File: config.mk
export PLATFORM = sky130hd
export DESIGN_NAME = bounded_double_ended_queue
export DESIGN_NICKNAME = d
export VERILOG_FILES = /design/src/hdl/bdeq_pkg.sv /design/src/hdl/bdeq_mem.sv /design/src/hdl/bdeq_ctrl.sv /design/src/hdl/bounded_double_ended_queue.sv
export SDC_FILE = /design/constraint.sdc
export NUM_CORES = 1
export LEC_CHECK = 0
export BUFFER_PORTS_ARGS = -buffer_cell sky130_fd_sc_hd__clkbuf_2
export CORE_MARGIN = 2
export CORE_UTILIZATION = 35
export DETAILED_ROUTE_END_ITERATION = 7
export PLACE_DENSITY = 0.61
export SLEW_MARGIN = 10
export SYNTH_ARGS = -nofsm -noshare
export SYNTH_HDL_FRONTEND = slang
export SYNTH_SLANG_ARGS = --single-unit
File: constraint.sdc
create_clock -name i_clk -period 6.8 [get_ports i_clk]
set_clock_uncertainty 0.1 [all_clocks]
set_input_delay 0.34 -clock i_clk [delete_from_list [all_inputs] [get_ports i_clk]]
set_output_delay 0.34 -clock i_clk [all_outputs]
set_load 0.01 [all_outputs]
File: src/hdl/bdeq_pkg.sv
// ----------------------------------------------------------------------------
// bdeq_pkg
// shared types and codes of the bounded double-ended queue
// ----------------------------------------------------------------------------
package bdeq_pkg;

    localparam int DATA_W   = 32;
    localparam int OPCODE_W = 3;
    localparam int COUNT_W  = 5;
    localparam int STATUS_W = 2;

    // request opcodes, anything above pop back acts as a query
    localparam logic [OPCODE_W-1:0] OP_PUSH_FRONT = 3'd0;
    localparam logic [OPCODE_W-1:0] OP_PUSH_BACK  = 3'd1;
    localparam logic [OPCODE_W-1:0] OP_POP_FRONT  = 3'd2;
    localparam logic [OPCODE_W-1:0] OP_POP_BACK   = 3'd3;
    localparam logic [OPCODE_W-1:0] OP_QUERY      = 3'd4;

    // result status codes
    localparam logic [STATUS_W-1:0] STS_DONE  = 2'd0;
    localparam logic [STATUS_W-1:0] STS_FULL  = 2'd1;
    localparam logic [STATUS_W-1:0] STS_EMPTY = 2'd2;

    typedef enum logic [1:0] {
        ST_IDLE,
        ST_READ,
        ST_DATA
    } t_state;

    // memory port enables from the controller
    typedef struct packed {
        logic wr_en;
        logic rd_en;
    } t_mem_ctl;

    // result bookkeeping handed to the output register
    typedef struct packed {
        logic                load;
        logic [COUNT_W-1:0]  item_count;
        logic                is_empty;
        logic [STATUS_W-1:0] status;
    } t_res_ctl;

endpackage

File: src/hdl/bdeq_mem.sv
// ----------------------------------------------------------------------------
// bdeq_mem
// slot store: one write port, two registered read ports
// ----------------------------------------------------------------------------
module bdeq_mem #(
    parameter int DEPTH = 16,
    parameter int AW    = 4
) (
    input  logic                         i_clk,
    input  bdeq_pkg::t_mem_ctl           i_ctl,
    input  logic [AW-1:0]                i_wr_addr,
    input  logic [bdeq_pkg::DATA_W-1:0]  i_wr_data,
    input  logic [AW-1:0]                i_rd_addr_a,
    input  logic [AW-1:0]                i_rd_addr_b,
    output logic [bdeq_pkg::DATA_W-1:0]  o_rd_data_a,
    output logic [bdeq_pkg::DATA_W-1:0]  o_rd_data_b
);

    logic [bdeq_pkg::DATA_W-1:0] r_mem [DEPTH];
    logic [bdeq_pkg::DATA_W-1:0] r_rd_a;
    logic [bdeq_pkg::DATA_W-1:0] r_rd_b;

    always_ff @(posedge i_clk) begin
        if (i_ctl.wr_en) begin
            r_mem[i_wr_addr] <= i_wr_data;
        end
    end

    // read data holds while no read is issued
    always_ff @(posedge i_clk) begin
        if (i_ctl.rd_en) begin
            r_rd_a <= r_mem[i_rd_addr_a];
            r_rd_b <= r_mem[i_rd_addr_b];
        end
    end

    assign o_rd_data_a = r_rd_a;
    assign o_rd_data_b = r_rd_b;

endmodule

File: src/hdl/bdeq_ctrl.sv
// ----------------------------------------------------------------------------
// bdeq_ctrl
// head and count update, push writes and end reads
// ----------------------------------------------------------------------------
module bdeq_ctrl #(
    parameter int DEPTH = 16,
    parameter int AW    = 4,
    parameter int CW    = 5
) (
    input  logic                           i_clk,
    input  logic                           i_rst_n,
    input  logic                           i_in_valid,
    input  logic [bdeq_pkg::OPCODE_W-1:0]  i_opcode,
    output logic                           o_in_stall,
    input  logic                           i_out_free,
    output bdeq_pkg::t_mem_ctl             o_mem_ctl,
    output logic [AW-1:0]                  o_wr_addr,
    output logic [AW-1:0]                  o_rd_front,
    output logic [AW-1:0]                  o_rd_back,
    output bdeq_pkg::t_res_ctl             o_res
);

    localparam int SW    = CW + 1;
    localparam int CNT_W = bdeq_pkg::COUNT_W;

    bdeq_pkg::t_state                r_state;
    bdeq_pkg::t_state                n_state;
    logic [AW-1:0]                   r_head;
    logic [AW-1:0]                   n_head;
    logic [CW-1:0]                   r_count;
    logic [CW-1:0]                   n_count;
    logic [bdeq_pkg::STATUS_W-1:0]   r_status;
    logic [bdeq_pkg::STATUS_W-1:0]   n_status;

    logic          full;
    logic          empty;
    logic [AW-1:0] head_inc;
    logic [AW-1:0] head_dec;
    logic [AW-1:0] tail_slot;
    logic [AW-1:0] back_slot;

    // sum below twice the depth, one compare and subtract
    function automatic logic [AW-1:0] wrap_sum(input logic [SW-1:0] s);
        if (s >= SW'(DEPTH)) begin
            return AW'(s - SW'(DEPTH));
        end
        return AW'(s);
    endfunction

    assign full      = (r_count == CW'(DEPTH));
    assign empty     = (r_count == '0);
    assign head_inc  = (r_head == AW'(DEPTH - 1)) ? '0 : r_head + 1'b1;
    assign head_dec  = (r_head == '0) ? AW'(DEPTH - 1) : r_head - 1'b1;
    assign tail_slot = wrap_sum(SW'(r_head) + SW'(r_count));
    assign back_slot = empty ? r_head : wrap_sum(SW'(r_head) + SW'(r_count) - SW'(1));

    always_ff @(posedge i_clk) begin
        if (!i_rst_n) begin
            r_state <= bdeq_pkg::ST_IDLE;
            r_head  <= '0;
            r_count <= '0;
        end else begin
            r_state <= n_state;
            r_head  <= n_head;
            r_count <= n_count;
        end
    end

    always_ff @(posedge i_clk) begin
        r_status <= n_status;
    end

    always_comb begin
        n_state          = r_state;
        n_head           = r_head;
        n_count          = r_count;
        n_status         = r_status;
        o_in_stall       = 1'b1;
        o_mem_ctl        = '0;
        o_wr_addr        = tail_slot;
        o_res.load       = 1'b0;
        o_res.item_count = CNT_W'(r_count);
        o_res.is_empty   = empty;
        o_res.status     = r_status;
        unique case (r_state)
            bdeq_pkg::ST_IDLE: begin
                o_in_stall = 1'b0;
                if (i_in_valid) begin
                    n_state  = bdeq_pkg::ST_READ;
                    n_status = bdeq_pkg::STS_DONE;
                    unique case (i_opcode)
                        bdeq_pkg::OP_PUSH_FRONT: begin
                            if (full) begin
                                n_status = bdeq_pkg::STS_FULL;
                            end else begin
                                o_mem_ctl.wr_en = 1'b1;
                                o_wr_addr       = head_dec;
                                n_head          = head_dec;
                                n_count         = r_count + 1'b1;
                            end
                        end
                        bdeq_pkg::OP_PUSH_BACK: begin
                            if (full) begin
                                n_status = bdeq_pkg::STS_FULL;
                            end else begin
                                o_mem_ctl.wr_en = 1'b1;
                                n_count         = r_count + 1'b1;
                            end
                        end
                        bdeq_pkg::OP_POP_FRONT: begin
                            if (empty) begin
                                n_status = bdeq_pkg::STS_EMPTY;
                            end else begin
                                n_head  = head_inc;
                                n_count = r_count - 1'b1;
                            end
                        end
                        bdeq_pkg::OP_POP_BACK: begin
                            if (empty) begin
                                n_status = bdeq_pkg::STS_EMPTY;
                            end else begin
                                n_count = r_count - 1'b1;
                            end
                        end
                        default: begin
                            // query and unused codes leave the state alone
                        end
                    endcase
                end
            end
            bdeq_pkg::ST_READ: begin
                o_mem_ctl.rd_en = 1'b1;
                n_state         = bdeq_pkg::ST_DATA;
            end
            bdeq_pkg::ST_DATA: begin
                if (i_out_free) begin
                    o_res.load = 1'b1;
                    n_state    = bdeq_pkg::ST_IDLE;
                end
            end
            default: begin
                n_state = bdeq_pkg::ST_IDLE;
            end
        endcase
    end

    assign o_rd_front = r_head;
    assign o_rd_back  = back_slot;

endmodule

File: src/hdl/bounded_double_ended_queue.sv
// ----------------------------------------------------------------------------
// bounded_double_ended_queue
// fixed-capacity deque of signed 32-bit values in a circular slot memory
// ----------------------------------------------------------------------------
// Each request carries an opcode (push front, push back, pop front, pop back,
// query; unused codes act as a query) and a value for pushes, and returns one
// result: front and back values (0 when empty), the count masked to 5 bits,
// an empty flag and a status (done, push rejected because full, pop ignored
// because empty). A request moves through the controller states in order:
// ST_IDLE accepts it, updates head and count and writes a pushed value,
// ST_READ reads both ends from the slot memory, whose read data is
// registered, and ST_DATA loads the output register once the result side
// is free. The output register lets a new request enter while the previous
// result still waits to be taken. Writes and reads never fall in the same
// cycle, so no forwarding is needed. The slot memory has no clearing pass;
// a slot outside the stored range is read only when the queue is empty.
// ----------------------------------------------------------------------------
module bounded_double_ended_queue #(
    parameter int DEPTH = 16
) (
    input  logic                                 i_clk,
    input  logic                                 i_rst_n,
    input  logic                                 i_in_valid,
    output logic                                 o_in_stall,
    input  logic [bdeq_pkg::OPCODE_W-1:0]        i_opcode,
    input  logic signed [bdeq_pkg::DATA_W-1:0]   i_push_value,
    output logic                                 o_out_valid,
    input  logic                                 i_out_stall,
    output logic signed [bdeq_pkg::DATA_W-1:0]   o_front_value,
    output logic signed [bdeq_pkg::DATA_W-1:0]   o_back_value,
    output logic [bdeq_pkg::COUNT_W-1:0]         o_item_count,
    output logic                                 o_is_empty,
    output logic [bdeq_pkg::STATUS_W-1:0]        o_status
);

    localparam int AW = $clog2(DEPTH);
    localparam int CW = $clog2(DEPTH + 1);

    bdeq_pkg::t_mem_ctl            mem_ctl;
    bdeq_pkg::t_res_ctl            res;
    logic [AW-1:0]                 wr_addr;
    logic [AW-1:0]                 rd_front;
    logic [AW-1:0]                 rd_back;
    logic [bdeq_pkg::DATA_W-1:0]   front_data;
    logic [bdeq_pkg::DATA_W-1:0]   back_data;
    logic                          out_free;

    // output register
    logic                                r_out_valid;
    logic signed [bdeq_pkg::DATA_W-1:0]  r_front;
    logic signed [bdeq_pkg::DATA_W-1:0]  r_back;
    logic [bdeq_pkg::COUNT_W-1:0]        r_count;
    logic                                r_empty;
    logic [bdeq_pkg::STATUS_W-1:0]       r_status;

    // the result slot frees up when empty or taken this cycle
    assign out_free = !r_out_valid || !i_out_stall;

    bdeq_ctrl #(
        .DEPTH (DEPTH),
        .AW    (AW),
        .CW    (CW)
    ) u_ctrl (
        .i_clk      (i_clk),
        .i_rst_n    (i_rst_n),
        .i_in_valid (i_in_valid),
        .i_opcode   (i_opcode),
        .o_in_stall (o_in_stall),
        .i_out_free (out_free),
        .o_mem_ctl  (mem_ctl),
        .o_wr_addr  (wr_addr),
        .o_rd_front (rd_front),
        .o_rd_back  (rd_back),
        .o_res      (res)
    );

    bdeq_mem #(
        .DEPTH (DEPTH),
        .AW    (AW)
    ) u_mem (
        .i_clk       (i_clk),
        .i_ctl       (mem_ctl),
        .i_wr_addr   (wr_addr),
        .i_wr_data   (i_push_value),
        .i_rd_addr_a (rd_front),
        .i_rd_addr_b (rd_back),
        .o_rd_data_a (front_data),
        .o_rd_data_b (back_data)
    );

    always_ff @(posedge i_clk) begin
        if (!i_rst_n) begin
            r_out_valid <= 1'b0;
        end else if (res.load) begin
            r_out_valid <= 1'b1;
        end else if (!i_out_stall) begin
            r_out_valid <= 1'b0;
        end
    end

    // an empty queue reports zero at both ends
    always_ff @(posedge i_clk) begin
        if (res.load) begin
            r_front  <= res.is_empty ? '0 : front_data;
            r_back   <= res.is_empty ? '0 : back_data;
            r_count  <= res.item_count;
            r_empty  <= res.is_empty;
            r_status <= res.status;
        end
    end

    assign o_out_valid   = r_out_valid;
    assign o_front_value = r_front;
    assign o_back_value  = r_back;
    assign o_item_count  = r_count;
    assign o_is_empty    = r_empty;
    assign o_status      = r_status;

`ifndef SYNTHESIS
    // an accepted request keeps the input side busy for the next cycle
    a_busy_after_accept: assert property (@(posedge i_clk) disable iff (!i_rst_n)
        (i_in_valid && !o_in_stall) |=> o_in_stall)
        else $error("input taken again right after a request");

    // a result is loaded only while a request is in progress
    a_load_when_busy: assert property (@(posedge i_clk) disable iff (!i_rst_n)
        res.load |-> o_in_stall)
        else $error("result loaded with no request in progress");

    // empty results show zero at both ends
    a_empty_zero: assert property (@(posedge i_clk) disable iff (!i_rst_n)
        (o_out_valid && o_is_empty) |-> (o_front_value == 0 && o_back_value == 0))
        else $error("empty result with nonzero end value");

    // a rejected push never reports an empty queue
    a_full_not_empty: assert property (@(posedge i_clk) disable iff (!i_rst_n)
        (o_out_valid && o_status == bdeq_pkg::STS_FULL) |-> !o_is_empty)
        else $error("full status on an empty queue");
`endif

endmodule
# == Word level (Yosys, flattened, before mapping) ==
# Memory sizes are Yosys's and may differ from the RTL's. A register that Yosys moved wholly into a read port is not among the register bits.
# Cells that the tools add are included.
# totals
latch_bits,0
input_bits,39
mem_count,1
elab_cells,87
out_inout_bits,74
regBits,86
romBits,0
mem_bits_rw,512
# memory_table
memory,words,width,read_ports,rd_ports_with_merged_regs,wr,line_no,source
u_mem.r_mem,16,32,2,2,1,bdeq_mem.sv:19,logic [bdeq_pkg::DATA_W-1:0] r_mem [DEPTH];
# op_classes
div_mod_pow,0
n_addsub,8
n_eq_ne,14
reduce_logical,15
multipliers,0
mux,37
magnitude_cmp,2
shifts,0
n_bitwise,0
# op_table
cell,n
$mux W4,13
$mux W1,15
$ge A6 B5 Y1 const B,2
$ne A2 B2 Y1 const B,6
$sub A4 B1 Y4 const B,3
$mux W5,2
$pmux W5 S2,1
$reduce_and A5 Y1,2
$pmux W4 S2,1
$add A4 B5 Y6,1
$eq A3 B2 Y1 const B,2
$mux W2,3
$pmux W2 S3,1
$sub A6 B1 Y6 const B,1
$add A5 B1 Y5 const B,1
$eq A5 B5 Y1 const B,1
$logic_not A5 Y1,1
$sub A5 B1 Y5 const B,1
$add A4 B1 Y4 const B,1
$eq A4 B4 Y1 const B,1
$logic_not A4 Y1,1
$pmux W2 S2,1
$reduce_and A2 Y1,2
$reduce_bool A2 Y1,2
9 further kinds,11

# == Longest topological paths before layout ==
# logic_depth
word_depth,8
mapped_depth,12
mapped_depth_nobuf,9

# == Cells and area by module ==
# A second synthesis with hierarchy kept.
# unflattened
hier_cells,1424
area_unflattened_um2,28823.9
# modules_own_cells
mod,instances,area_each_um2,seq_area_each_um2,cells_per_inst
bdeq_mem,1,24843.8,17296.6,1141
bounded_double_ended_queue,1,2834.0,2182.1,147
bdeq_ctrl,1,1146.1,280.3,136

# == Worst setup path before layout ==
# No wires, ideal clock.
# synth_timing
kind,register to register
startpoint,reg u_ctrl.r_state[0]
endpoint,"reg r_back (netlist bit o_back_value[0]), enable pin"
t_required_ns,6.174
n_path_buf,0
slack_ns,2.206
stages_incl_launch_ff,3
synth_period_minus_slack_ns,4.594
setup_time_ns,0.526
arrival_time_ns,3.968
path_cell_list,dfxtp_1 > nand2b_1 > a21oi_1
# synth_rtl
element,line_no,source
start: declaration,bdeq_ctrl.sv:26,bdeq_pkg::t_state r_state;
start signal: assignment,bdeq_ctrl.sv:59,r_state <= bdeq_pkg::ST_IDLE;
start signal: assignment,bdeq_ctrl.sv:63,r_state <= n_state;
end signal: assignment,bounded_double_ended_queue.sv:105,r_back <= res.is_empty ? '0 : back_data;
end: declaration,bounded_double_ended_queue.sv:51,logic signed [bdeq_pkg::DATA_W-1:0] r_back;

# == Worst setup path after layout ==
# layout_timing
startpoint,reg u_ctrl.r_head[0] (netlist: u_ctrl.o_rd_front[0])
endpoint,"reg u_mem.r_rd_b (netlist bit u_mem.o_rd_data_b[9]), read port of u_mem.r_mem (data pin)"
# layout_between
elab_chain_cells,6
word_cells_on_any_way,8
classes_between,add/sub: 3; order compare: 1; mux: 4
# layout_lines
element,line_no,source
start: declaration,bdeq_ctrl.sv:28,logic [AW-1:0] r_head;
start signal: assignment,bdeq_ctrl.sv:64,r_head <= n_head;
$add A4 B5 Y6,bdeq_ctrl.sv:55,assign back_slot = empty ? r_head : wrap_sum(SW'(r_head) + SW'(r_count) - SW'(1));
$sub A6 B1 Y6,bdeq_ctrl.sv:55,
$ge A6 B5 Y1 or $sub A4 B1 Y4 (tied branches),"bdeq_ctrl.sv:44, bdeq_ctrl.sv:45",
$mux W1 or $mux W4 (tied branches),bdeq_ctrl.sv:44,if (s >= SW'(DEPTH)) begin
$mux W4,bdeq_ctrl.sv:47,return AW'(s);
$mux W4 (*),bdeq_ctrl.sv:55,
end: declaration,bdeq_mem.sv:21,logic [bdeq_pkg::DATA_W-1:0] r_rd_b;
# Mark *: on every way between the ends. The rest lies on a longest branch, timed or not. The select of a mux whose other input is x is not followed.
# A chain may end at the register's enable or synchronous reset.

==> out/qor.txt <==
TritonCTS clock tree - built
cell depth of the worst setup path - 11
Die Width - 295 µm
Post-synth top flop - edfxtp_1
placed cell area - 31,700 µm²
Worst R2R Path Depth - 11
die height - 295 µm
Worst Path Class, Setup - flip-flop to flip-flop
die area - 87,300 µm²
# setup viols final - 0
register area share after synthesis - 0.665
Core ar. - 83,800 µm²
# clock sinks - 662
Final Cycle Share - 0.668
CTS Buffer Depth - 3
outcome - complete, no violations
Pre-Repair DR Iteration Count - 5
WP buf/inv - 3
worst vdd ir - 161 µV
CTS H-tree lvls - 3
number of synthesized flops with an enable pin - 650
clock latency on the worst-skew pair - 600 ps
reg-to-reg endpoint - u_mem.o_rd_data_b[9]
PortBufs - 112
grt ovf - 0
CTS clock-pin slew for the worst setup and hold paths - 60 ps
DRC viols - 0
clk root buf - clkbuf_16
WHS Path Cells - 1
Hold Path Sink - u_mem.r_mem[15][16]
min Tclk post-route - 4540 ps
largest net degree at the start of global routing - 73
Lkg Pwr - 10.6 nW
final hold vios - 0
CP Launch Type - flip-flop
worst-path cell chain - ha_1, fa_1, inv_1, ha_1, a21o_1, buf_4, nand2_4, buf_12, mux4_2, o21ai_0, nand4_1
CTS Buf Count - 69
first-pass GRT wire length - 125 mm
number of global-route vias before repair - 18,900
average wire per standard cell - 27.0 µm
WL final - 85.7 mm
hold path startpoint - i_push_value[16]
layout cells sized above 1 - 0.211
setup bufs post-CTS - 0
count of yosys warnings during synthesis - 0
total of max-cap violations - 0
GP Congestion - 0.825
Synth cell types - 60
RSZ-0062 raised after global routing - no
Layout Area Growth over Synthesis - 14.1%
Worst R2R Start - u_ctrl.o_rd_front[0]
vias per cell - 5.82
antenna violations before repair - 7
Mapped Area - 29,700 µm²
Net Count, Synth - 1,933
Crit-path slowest cell - dfxtp_4
Top delay family on crit path - adder cells
Slew HR - 0.138
Worst-Margin Slew - 1290 ps
Worst EP arrival - 4780 ps
FF+latch count, synth - 662
max incr delay on CP - 770 ps
Top Ports - 113
post-DP HPWL - 46.4 mm
Initial DRC Count - 2,160
CP dominant cell by count - ha_1
NumNets Final - 2,034
FP Rows - 106
achievable frequency - 220 MHz
Worst Path Max Fanout - 68
worst min path class - primary input to flip-flop
max-slew violation count - 0
Design Area, Final - 33,900 µm²
initial core utilization - 0.355
Critical Path Sink Type - flip-flop
critical path required time - 7040 ps
synthesized instance count - 1,883
pwr/cell area - 281 nW/µm²
Final TNS setup - 0 ps
DR vias - 18,400
Reg2Reg Setup Slack - 2260 ps
ys async rst share - 0
Syn Area/Cell - 15.8 µm²
Tot GR Track Use - 0.195
Final ANT Viol Nets - 0
==> cell usage in the layout (no fill, tap or decap), drive strengths merged, types with 12 or more instances in the layout <==
cell | synthesis | layout
mux4 | 128 | 128
and3 | 23 | 23
clkinv | 0 | 27
a21oi | 114 | 114
inv | 10 | 13
nand2 | 130 | 130
a22oi | 37 | 37
a221o | 37 | 37
edfxtp | 650 | 650
nand3 | 21 | 21
nor2 | 63 | 63
a211oi | 14 | 14
mux2i | 183 | 183
and2 | 69 | 69
dfxtp | 12 | 12
clkbuf | 74 | 192
buf | 58 | 47
o21ai | 98 | 98
nand4 | 13 | 13
a221oi | 44 | 44
==> power breakdown <==
part | switching, mW | internal [mW] | total (mW)
clock | 1.59 | 2.10 | 3.69
sequential | 0.0450 | 4.58 | 4.63
combinational | 0.764 | 0.463 | 1.23
total | 2.40 | 7.15 | 9.54
==> area by class of cell <==
class,count,area (µm²)
timing repair buffer,162,968
clock buffer,80,1810
tap,1134,1420
antenna,1,2.50
inverter,10,37.5
fill,7593,49900
sequential,662,19800
clock inverter,40,360
multi-input combinational,1079,9550
==> layer usage <==
layer  up-vias  global-route usage  part of all wire
met5         -                   0           0.00061
met4         8              0.0816             0.038
met3       226              0.0368             0.082
met2       948               0.324              0.48
met1      9452               0.252              0.40
li1       7788                   -                 -
==> through the flow <==
stage | hold slack (ps) | power, mW | utilization | std cells | setup WS, ps
after floorplan | 300 | 5.53 | - | 1883 | 2210
after global placement | 315 | 5.91 | 0.378 | 3044 | 2370
after detailed placement | 319 | 5.93 | 0.378 | 3044 | 2290
after CTS | 1.49 | 9.62 | 0.405 | 3167 | 2280
after global routing | 32.5 | 9.86 | 0.405 | 3168 | 2030
final | 24.7 | 9.54 | 0.405 | 3168 | 2260
==> kinds of logic (layout without fill, tap and decap cells) <==
| family | after synthesis | count (layout) | share of synthesized area |
|---|---|---|---|
| AO/OA/AOI/OAI | 381 | 381 | 0.0849 |
| XOR/XNOR | 17 | 17 | 0.00593 |
| adder cells (fa/ha/maj) | 11 | 11 | 0.00513 |
| buffers and inverters | 142 | 292 | 0.0207 |
| flip-flops | 662 | 662 | 0.665 |
| multiplexers | 311 | 311 | 0.159 |
| other | 0 | 1 | 0 |
| AND/OR/NAND/NOR | 359 | 359 | 0.0601 |
==> Yosys cell counts, types with 13 or more instances <==
master | n | area [µm²]
edfxtp_1 | 650 | 19500
mux2i_1 | 183 | 1830
nand2_1 | 129 | 484
mux4_2 | 128 | 2880
a21oi_1 | 113 | 566
o21ai_0 | 97 | 485
clkbuf_1 | 74 | 278
and2_1 | 69 | 432
nor2_1 | 63 | 236
a221oi_1 | 44 | 385
a221o_1 | 37 | 370
a22oi_1 | 36 | 270
buf_2 | 26 | 130
buf_1 | 24 | 90.1
and3_1 | 23 | 144
nand3_1 | 21 | 105
a211oi_1 | 14 | 105
nand4_1 | 13 | 81.3
==> worst reg2reg max path, cell delays in order (launching register included) <==
cell and delay, ps:
dfxtp_4 770, ha_1 320, fa_1 500, inv_1 110, ha_1 250, a21o_1 160
buf_4 230, nand2_4 600, buf_12 420, mux4_2 600, o21ai_0 110, nand4_1 120
==> registers in the layout, indices dropped and copies added, names as in the netlist <==
name / count
u_mem.o_rd_data_a: 32
u_ctrl.o_rd_front: 4
o_status: 2
o_item_count: 5
o_is_empty: 1
o_out_valid: 1
o_front_value: 32
u_ctrl.r_status: 2
o_back_value: 32
u_ctrl.r_count: 5
u_mem.r_mem: 512
u_mem.o_rd_data_b: 32
u_ctrl.r_state: 2
==> how the worst max path moves through the flow <==
stage	from	endpoint
3_5_place_dp	u_ctrl.o_rd_front[0]	u_mem.o_rd_data_b[4]
2_1_floorplan	u_ctrl.r_state[0]	o_back_value[0]
3_3_place_gp	u_ctrl.o_rd_front[0]	u_mem.o_rd_data_b[8]
4_1_cts	u_ctrl.o_rd_front[0]	u_mem.o_rd_data_b[23]
5_1_grt	u_ctrl.o_rd_front[0]	u_mem.o_rd_data_b[2]
6_report	u_ctrl.o_rd_front[0]	u_mem.o_rd_data_b[9]
==> repair_timing <==
action                    4_1_cts  5_1_grt
hold buffers                    3        0
hold endpoints to repair        2        0
resized for setup               0        0
(Power assumes the default switching activity.)
